--- config.mk ---
export PLATFORM = sky130hd
export DESIGN_NAME = half_single_format_convert
export DESIGN_NICKNAME = d
export VERILOG_FILES = /design/src/rtl/hsfc_pkg.sv /design/src/rtl/half_single_format_convert.sv
export SDC_FILE = /design/constraint.sdc
export NUM_CORES = 1
export LEC_CHECK = 0
export ABC_AREA = 1
export BUFFER_PORTS_ARGS = -buffer_cell sky130_fd_sc_hd__buf_4
export CAP_MARGIN = 10
export CORE_MARGIN = 5
export CORE_UTILIZATION = 50
export CTS_BUF_LIST = sky130_fd_sc_hd__clkbuf_4 sky130_fd_sc_hd__clkbuf_8
export DETAILED_ROUTE_END_ITERATION = 8
export PLACE_DENSITY = 0.74
export SETUP_SLACK_MARGIN = 0.3
export SYNTH_ARGS = -nofsm -noshare
export SYNTH_HDL_FRONTEND = slang
export SYNTH_SLANG_ARGS = --single-unit
--- constraint.sdc ---
create_clock -name clk_i -period 7.5 [get_ports clk_i]
set_clock_uncertainty 0.1 [all_clocks]
set_input_delay 0.375 -clock clk_i [delete_from_list [all_inputs] [get_ports clk_i]]
set_output_delay 0.375 -clock clk_i [all_outputs]
set_load 0.02 [all_outputs]
--- src/rtl/hsfc_pkg.sv ---
// ----------------------------------------------------------------------------
// hsfc_pkg
// shared types and constants for the half/single format converter
// ----------------------------------------------------------------------------
`default_nettype none
package hsfc_pkg;

  typedef enum logic {
    OP_H2S = 1'b0,
    OP_S2H = 1'b1
  } op_e;

  localparam logic [4:0]  HalfExpMax  = 5'h1F;
  localparam logic [15:0] HalfInf     = 16'h7C00;
  localparam logic [9:0]  HalfQnan    = 10'h200;
  localparam logic [7:0]  SglExpMax   = 8'hFF;
  localparam logic [7:0]  SglZeroLim  = 8'd102;
  localparam logic [7:0]  SglInfLim   = 8'd143;
  localparam logic [7:0]  SglSubLim   = 8'd112;
  localparam logic [31:0] SglInf      = 32'h7F80_0000;

  typedef enum logic [2:0] {
    CL_ZERO,
    CL_INF,
    CL_NAN,
    CL_SUB,
    CL_NORM
  } cls_e;

  typedef struct packed {
    op_e         op;
    cls_e        cls;
    logic        sgn;
    logic [7:0]  exp;
    logic [22:0] frac;
    logic [3:0]  lz;
    logic [4:0]  sh;
  } st_t;

endpackage
`default_nettype wire

--- src/rtl/half_single_format_convert.sv ---
// ----------------------------------------------------------------------------
// half_single_format_convert
// converts half to single or single to half (truncating), when not stalled one transfer a clock
// ----------------------------------------------------------------------------
// an input transfer is registered in s1_q, s2_q and r_q, in that order, before its result transfer
// throughput: one transfer per cycle unless a pending result is stalled, set by the three-stage pipeline
// stall_i freezes all stages while a result is pending; stall_o then follows stall_i
// reset clears the valid bits of all stages; payload is not reset
`default_nettype none
module half_single_format_convert (
  input  wire logic        clk_i,
  input  wire logic        rst_ni,
  input  wire logic        valid_i,
  output logic             stall_o,
  input  wire logic        opcode_i,
  input  wire logic [31:0] operand_i,
  output logic             valid_o,
  input  wire logic        stall_i,
  output logic [31:0]      result_o
);

  logic v1_q, v2_q, v3_q;
  logic adv;
  hsfc_pkg::st_t s1_d, s1_q, s2_d, s2_q;
  logic [31:0] r_d, r_q;

  assign adv     = !(v3_q && stall_i);
  assign stall_o = !adv;
  assign valid_o = v3_q;
  assign result_o = r_q;

  // stage 1: unpack and classify
  always_comb begin
    s1_d = '0;
    s1_d.op = hsfc_pkg::op_e'(opcode_i);
    if (opcode_i == hsfc_pkg::OP_H2S) begin
      s1_d.sgn  = operand_i[15];
      s1_d.exp  = {3'b0, operand_i[14:10]};
      s1_d.frac = {operand_i[9:0], 13'b0};
      if (operand_i[14:10] == hsfc_pkg::HalfExpMax)
        s1_d.cls = (operand_i[9:0] == '0) ? hsfc_pkg::CL_INF : hsfc_pkg::CL_NAN;
      else if (operand_i[14:10] == '0)
        s1_d.cls = (operand_i[9:0] == '0) ? hsfc_pkg::CL_ZERO : hsfc_pkg::CL_SUB;
      else
        s1_d.cls = hsfc_pkg::CL_NORM;
    end else begin
      s1_d.sgn  = operand_i[31];
      s1_d.exp  = operand_i[30:23];
      s1_d.frac = operand_i[22:0];
      if (operand_i[30:23] == hsfc_pkg::SglExpMax)
        s1_d.cls = (operand_i[22:0] == '0) ? hsfc_pkg::CL_INF : hsfc_pkg::CL_NAN;
      else if (operand_i[30:23] <= hsfc_pkg::SglZeroLim)
        s1_d.cls = hsfc_pkg::CL_ZERO;
      else if (operand_i[30:23] >= hsfc_pkg::SglInfLim)
        s1_d.cls = hsfc_pkg::CL_INF;
      else if (operand_i[30:23] <= hsfc_pkg::SglSubLim)
        s1_d.cls = hsfc_pkg::CL_SUB;
      else
        s1_d.cls = hsfc_pkg::CL_NORM;
    end
  end

  // stage 2: leading-zero count and shift amount
  always_comb begin
    s2_d = s1_q;
    s2_d.lz = 4'd0;
    for (int i = 0; i < 10; i++) begin
      if (s1_q.frac[13 + i]) s2_d.lz = 4'(9 - i);
    end
    s2_d.sh = 5'(8'd126 - s1_q.exp);
  end

  // stage 3: pack
  logic [23:0] mant;
  logic [22:0] hsub;
  logic [9:0]  nfrac;
  always_comb begin
    mant  = {1'b1, s2_q.frac} >> s2_q.sh;
    hsub  = s2_q.frac << (s2_q.lz + 4'd1);
    nfrac = (s2_q.frac[22:13] != '0) ? s2_q.frac[22:13] : hsfc_pkg::HalfQnan;
    r_d = '0;
    if (s2_q.op == hsfc_pkg::OP_H2S) begin
      case (s2_q.cls)
        hsfc_pkg::CL_INF:  r_d = {s2_q.sgn, 31'b0} | hsfc_pkg::SglInf;
        hsfc_pkg::CL_NAN:  r_d = {s2_q.sgn, 31'b0} | hsfc_pkg::SglInf | {9'b0, s2_q.frac};
        hsfc_pkg::CL_SUB:  r_d = {s2_q.sgn, 8'(8'd112 - {4'b0, s2_q.lz}), hsub};
        hsfc_pkg::CL_NORM: r_d = {s2_q.sgn, 8'(s2_q.exp + 8'd112), s2_q.frac};
        default:           r_d = {s2_q.sgn, 31'b0};
      endcase
    end else begin
      case (s2_q.cls)
        hsfc_pkg::CL_INF:  r_d = {16'b0, {s2_q.sgn, 15'b0} | hsfc_pkg::HalfInf};
        hsfc_pkg::CL_NAN:  r_d = {16'b0, {s2_q.sgn, 15'b0} | hsfc_pkg::HalfInf | {6'b0, nfrac}};
        hsfc_pkg::CL_SUB:  r_d = {16'b0, s2_q.sgn, 5'b0, mant[9:0]};
        hsfc_pkg::CL_NORM: r_d = {16'b0, s2_q.sgn, 5'(s2_q.exp - 8'd112), s2_q.frac[22:13]};
        default:           r_d = {16'b0, s2_q.sgn, 15'b0};
      endcase
    end
  end

  always_ff @(posedge clk_i or negedge rst_ni) begin
    if (!rst_ni) begin
      v1_q <= 1'b0;
      v2_q <= 1'b0;
      v3_q <= 1'b0;
    end else if (adv) begin
      v1_q <= valid_i;
      v2_q <= v1_q;
      v3_q <= v2_q;
    end
  end

  always_ff @(posedge clk_i) begin
    if (adv) begin
      s1_q <= s1_d;
      s2_q <= s2_d;
      r_q  <= r_d;
    end
  end

  a_hold: assert property (@(posedge clk_i) disable iff (!rst_ni)
    v3_q && stall_i |=> v3_q && $stable(r_q))
    else $error("result changed under stall");
  a_stall: assert property (@(posedge clk_i) disable iff (!rst_ni)
    stall_o |-> v3_q)
    else $error("stall without pending result");
  a_flow: assert property (@(posedge clk_i) disable iff (!rst_ni)
    !stall_o && v2_q |=> v3_q)
    else $error("valid lost between stages");
  a_half: assert property (@(posedge clk_i) disable iff (!rst_ni)
    v3_q && $past(adv) && $past(s2_q.op) == hsfc_pkg::OP_S2H |-> r_q[31:16] == '0)
    else $error("half result upper bits set");

endmodule
`default_nettype wire
# Word level (Yosys, flattened, before mapping)
# Cells that the tools add are included.
[word_totals]
ff_bits = 116
out_inout_bits = 34
input_bits = 37
[op_classes]
n_lt_le_gt_ge = 3
shift = 2
reduce_logical = 8
muxes = 23
n_addsub = 5
n_eq_ne = 6
bitwise = 2
[op_table]
columns = ["op", "n"]
rows = [
  ["32-bit case mux with 4 select lines", 1],
  ["16-bit case mux with 4 select lines", 1],
  ["35-bit two-way mux", 1],
  ["32-bit two-way mux", 1],
  ["32-bit by 23-bit bitwise OR with 32-bit output", 1],
  ["3-bit two-way mux", 10],
  ["24-bit by 5-bit >> shifter with 10-bit output", 1],
  ["23-bit logical NOT", 1],
  ["23-bit by 4-bit << shifter with 23-bit output", 1],
  ["8-bit by 7-bit <= comparator with 1-bit output (second input constant)", 2],
  ["16-bit by 10-bit bitwise OR with 16-bit output", 1],
  ["10-bit logical NOT", 1],
  ["10-bit two-way mux", 1],
  ["2-bit two-way mux", 5],
  ["10-bit nonzero test", 1],
  ["8-bit by 7-bit adder with 8-bit output (second input constant)", 1],
  ["8-bit == test (second input constant)", 1],
  ["8-bit greater-or-equal comparator (second input constant)", 1],
  ["4-bit two-way mux", 2],
  ["8-bit OR reduction", 1],
  ["7-bit by 4-bit subtractor with 8-bit output (first input constant)", 1],
  ["3-bit by 2-bit == test with 1-bit output (second input constant)", 2],
  ["5-bit == test (second input constant)", 1],
  ["5-bit logical NOT", 1],
  ["9 further kinds", 9],
]

# Depth between registers and ports, before layout
[depth]
ltp_word = 9
ltp_mapped = 13

# Least setup slack after synthesis
# OpenSTA, ideal clock, no wires.
[synth_timing]
path_type = "register to register"
from = "register v3_q, in the netlist valid_o"
to = "register v1_q"
setup_time_ns = 0.131
t_arrival_ns = 3.773
stages_incl_launch_ff = 5
n_path_buf = 0
slack_ns = 3.496
synth_period_minus_slack_ns = 4.004
cell_sequence = "dfrtp_1 -> nand2_1 -> inv_1 -> nand2_1 -> nand2_1"
[synth_via]
elab_chain_cells = 1
[synth_lines]
columns = ["item", "line_no", "text"]
rows = [
  ["from (decl)", "half_single_format_convert.sv:22", "logic v1_q, v2_q, v3_q;"],
  ["from (signal assigned)", "half_single_format_convert.sv:109", "v3_q <= v2_q;"],
  ["1-bit logical AND", "half_single_format_convert.sv:27", "assign adv = !(v3_q && stall_i);"],
  ["net stall_o", "half_single_format_convert.sv:14", "output logic stall_o,"],
  ["to (signal assigned)", "half_single_format_convert.sv:107", "v1_q <= valid_i;"],
  ["to (decl)", "half_single_format_convert.sv:22", ""],
]
# The timed path passes the listed nets, and every way through them passes these cells.
# A chain may end at the register's enable or synchronous reset.

# Worst setup path after layout
[layout_timing]
from = "register s2_q[5] (netlist bit)"
to = "register r_q[2], in the netlist result_o[2], data pin"
[layout_via]
elab_chain_cells = 4
[layout_lines]
columns = ["item", "line_no", "text"]
rows = [
  ["from (decl)", "half_single_format_convert.sv:24", "hsfc_pkg::st_t s1_d, s1_q, s2_d, s2_q;"],
  ["from (signal assigned)", "half_single_format_convert.sv:116", "s2_q <= s2_d;"],
  ["4-bit by 1-bit adder with 4-bit output", "half_single_format_convert.sv:79", "hsub = s2_q.frac << (s2_q.lz + 4'd1);"],
  ["23-bit by 4-bit << shifter with 23-bit output", "half_single_format_convert.sv:79", ""],
  ["32-bit case mux with 4 select lines", "half_single_format_convert.sv:83", "case (s2_q.cls)"],
  ["32-bit two-way mux", "half_single_format_convert.sv:82", "if (s2_q.op == hsfc_pkg::OP_H2S) begin"],
  ["net r_d[2]", "half_single_format_convert.sv:25", "logic [31:0] r_d, r_q;"],
  ["to (signal assigned)", "half_single_format_convert.sv:117", "r_q <= r_d;"],
  ["to (decl)", "half_single_format_convert.sv:25", ""],
]
# The timed path passes the listed nets, and every way through them passes these cells.

==> metrics <==
fin crit period=3.521 ns; number of DRC markers in iteration 0=627; global-route wire length before repair=about 31000 um; Post-synth EDFFs=112; fin cells=1170; Min Hold Slack=0.03314 ns; Antenna Violating Nets Remaining=0; Final period util=0.4695; routed vias/inst=5.553; Core Area=13830 um2; initial antenna violation count=0; Die X=128.6 um; Hold WC Path Type=input port to flip-flop; Seq/Total Area, Yosys=0.4890; fmax=about 280 MHz; Filler cells=1259; Vert. Die Dim=about 130 um; row cnt=43; Fin. Hold Viols=0; r2r worst-path depth=11; fin. max-slew vios=0; Max H-tree Level=4; setup TNS=0 ns; clock sink count=115; dpl hpwl=14150 um; Static Leakage=3.773 nW; First-pass DRT Iterations=6; mapped cell area=7032 um2; Worst-Skew Late Latency=0.44 ns; Diodes inserted=0; WP data arrival=3.69 ns; DRC=0; CTS Buffer Depth=2; Worst-path clk slew=0.07 ns; Die Area=16540 um2; Worst Tran Pin Value=1.065 ns; # Max-Cap Violations=0; via count=6497; Net count, final=1019; initial core utilization=0.5086; synthesized instance count=927; status=complete, no violations; Synth async-reset ratio=0.02609; Avg Synthesized Cell Area=7.585 um2; critical path class=flip-flop to flip-flop; post-CTS setup buffers=0; root buffer cell=clkbuf_8; placed cells=approximately 1.1k; port bufs=70; CP Max Fanout=37; # IOs=71; RSZ-0062 raised after global routing=false; top cell type's share of synthesized area=0.4783; Mapped Nets=around 970; CTS tree=done; Overflow after GRT=0; Yosys top cell by area=edfxtp_1; Num CTS Buffers=17; GP Congestion=0.9993; layout cells sized above 1=0.1141; total wire length=19360 um; number of global-route vias before repair=5870; Final setup viols=0; Setup crit start kind=flip-flop; Hold Path Depth=3; FF+latch count, synth=between 100 and 150; most frequent cell after synthesis=nand2_1; Worst EP required=~7.7 ns; Layout area overhead=14.06%; Max transition margin=0.2896; Max IR drop VDD=~0.00013 V; Synth area leaders=edfxtp_1 48%, nand2_1 18%, nand3_1 12%; synth unique cells=34; Tot GR Track Use=0.2389; commonest register cell after synthesis=edfxtp_1; top cells by count, synth=336 x nand2_1, 173 x nand3_1, 112 x edfxtp_1; CP Capture Type=flip-flop; PD cells=between 300 and 400 nW/um2; largest net degree at the start of global routing=75; YS warnings=0; DR WL/cell=roughly 17 um
[report_power, final]
part | switching (mW) | total, mW | leakage [nW] | internal, mW
clock | 0.260 | 0.590 | 0.196 | 0.329
sequential | 0.179 | 1.13 | 1.22 | 0.946
combinational | 0.872 | 1.29 | 2.36 | 0.413
total | 1.31 | 3.00 | 3.77 | 1.69
[cell type report]
cell class	count	area (um2)	share of cell area
multi-input cells	686	3077	0.3836
repair buffers	75	565.5	0.07051
well taps	180	225.2	0.02808
clock inverters	13	161.4	0.02012
clock buffers	18	241.5	0.03011
flip-flops and latches	115	3438	0.4287
inverters	83	311.5	0.03885
[per-layer routing]
| metal | vias to the layer above | share of wire | global-route usage |
|---|---|---|---|
| met5 | - | 0 | 0 |
| met4 | 0 | 0.052 | 0.1186 |
| met3 | 66 | 0.092 | 0.05272 |
| met2 | 326 | 0.45 | 0.3763 |
| met1 | 2914 | 0.41 | 0.3132 |
| li1 | 3191 | - | - |
[metrics by stage]
step | total power [mW] | worst slack (ns) | utilization | area [um2]
after global placement | 2.406 | 4.100 | 0.5502 | 7607
after CTS | 2.987 | 4.105 | 0.5800 | 8020
final | 3.000 | 3.979 | 0.5800 | 8020
after detailed placement | 2.399 | 4.133 | 0.5502 | 7607
after floorplan | 2.015 | 3.496 | - | 7032
after global routing | 3.198 | 3.765 | 0.5800 | 8020
[cell families (layout without fill, tap and decap cells)]
group	Yosys count	in the layout	synth area share
adder cells (fa/ha/maj)	4	4	0.007118
AND/OR/NAND/NOR	591	591	0.3532
buffers and inverters	126	189	0.07455
flip-flops	115	115	0.4890
XOR/XNOR	6	6	0.01121
AO/OA/AOI/OAI	85	85	0.06495
[sequential cells by signal, indices dropped and copies added (netlist names)]
| name | flops |
|---|---|
| v2_q | 1 |
| result_o | 32 |
| s2_q | 44 |
| s1_q | 36 |
| valid_o | 1 |
| v1_q | 1 |
[path summary, 6_finish.rpt]
check | start | slack, ns | to
setup / recovery | s2_q[5]$_SDFFCE_PP0N_ | 3.98 | result_o[2]$_DFFE_PN_
hold / removal | valid_i | 0.03 | v1_q$_DFFE_PN0N_
setup reg to reg | s2_q[5]$_SDFFCE_PP0N_ | 3.98 | result_o[2]$_DFFE_PN_
hold reg to reg | s1_q[43]$_DFFE_PN_ | 0.32 | s2_q[43]$_DFFE_PN_
max in group asynchronous | rst_ni | 7.06 | v2_q$_DFFE_PN0N_
min in group asynchronous | rst_ni | 0.15 | v1_q$_DFFE_PN0N_
[worst max-delay path, stage by stage, from the launching register on]
cell and delay [ns]:
edfxtp_1 0.32, buf_4 0.33, inv_2 0.23, ha_1 0.87
inv_1 0.58, nand3_1 0.26, nand2_1 0.08, nor2_1 0.15
nand2_1 0.07, nand2_1 0.09, nand2_1 0.05, a21oi_1 0.20
[repair_timing]
item	4_1_cts	5_1_grt
hold endpoints to repair	3	0
hold buffers	1	0
gates resized for setup	0	0
setup endpoints to repair	0	0
[layout by cell type (no fill, tap or decap), drive strengths merged, types with 3 or more instances in the layout]
cell / n
inv: 82
o21ai: 39
nor2: 62
buf: 74
nand4: 6
o211ai: 5
xor2: 3
clkinvlp: 3
dfrtp: 3
nor3: 7
xnor2: 3
clkbuf: 18
clkinv: 8
nand2: 337
ha: 4
nand3: 173
bufinv: 3
edfxtp: 112
a31oi: 3
a21oi: 35
(Power assumes the default switching activity.)
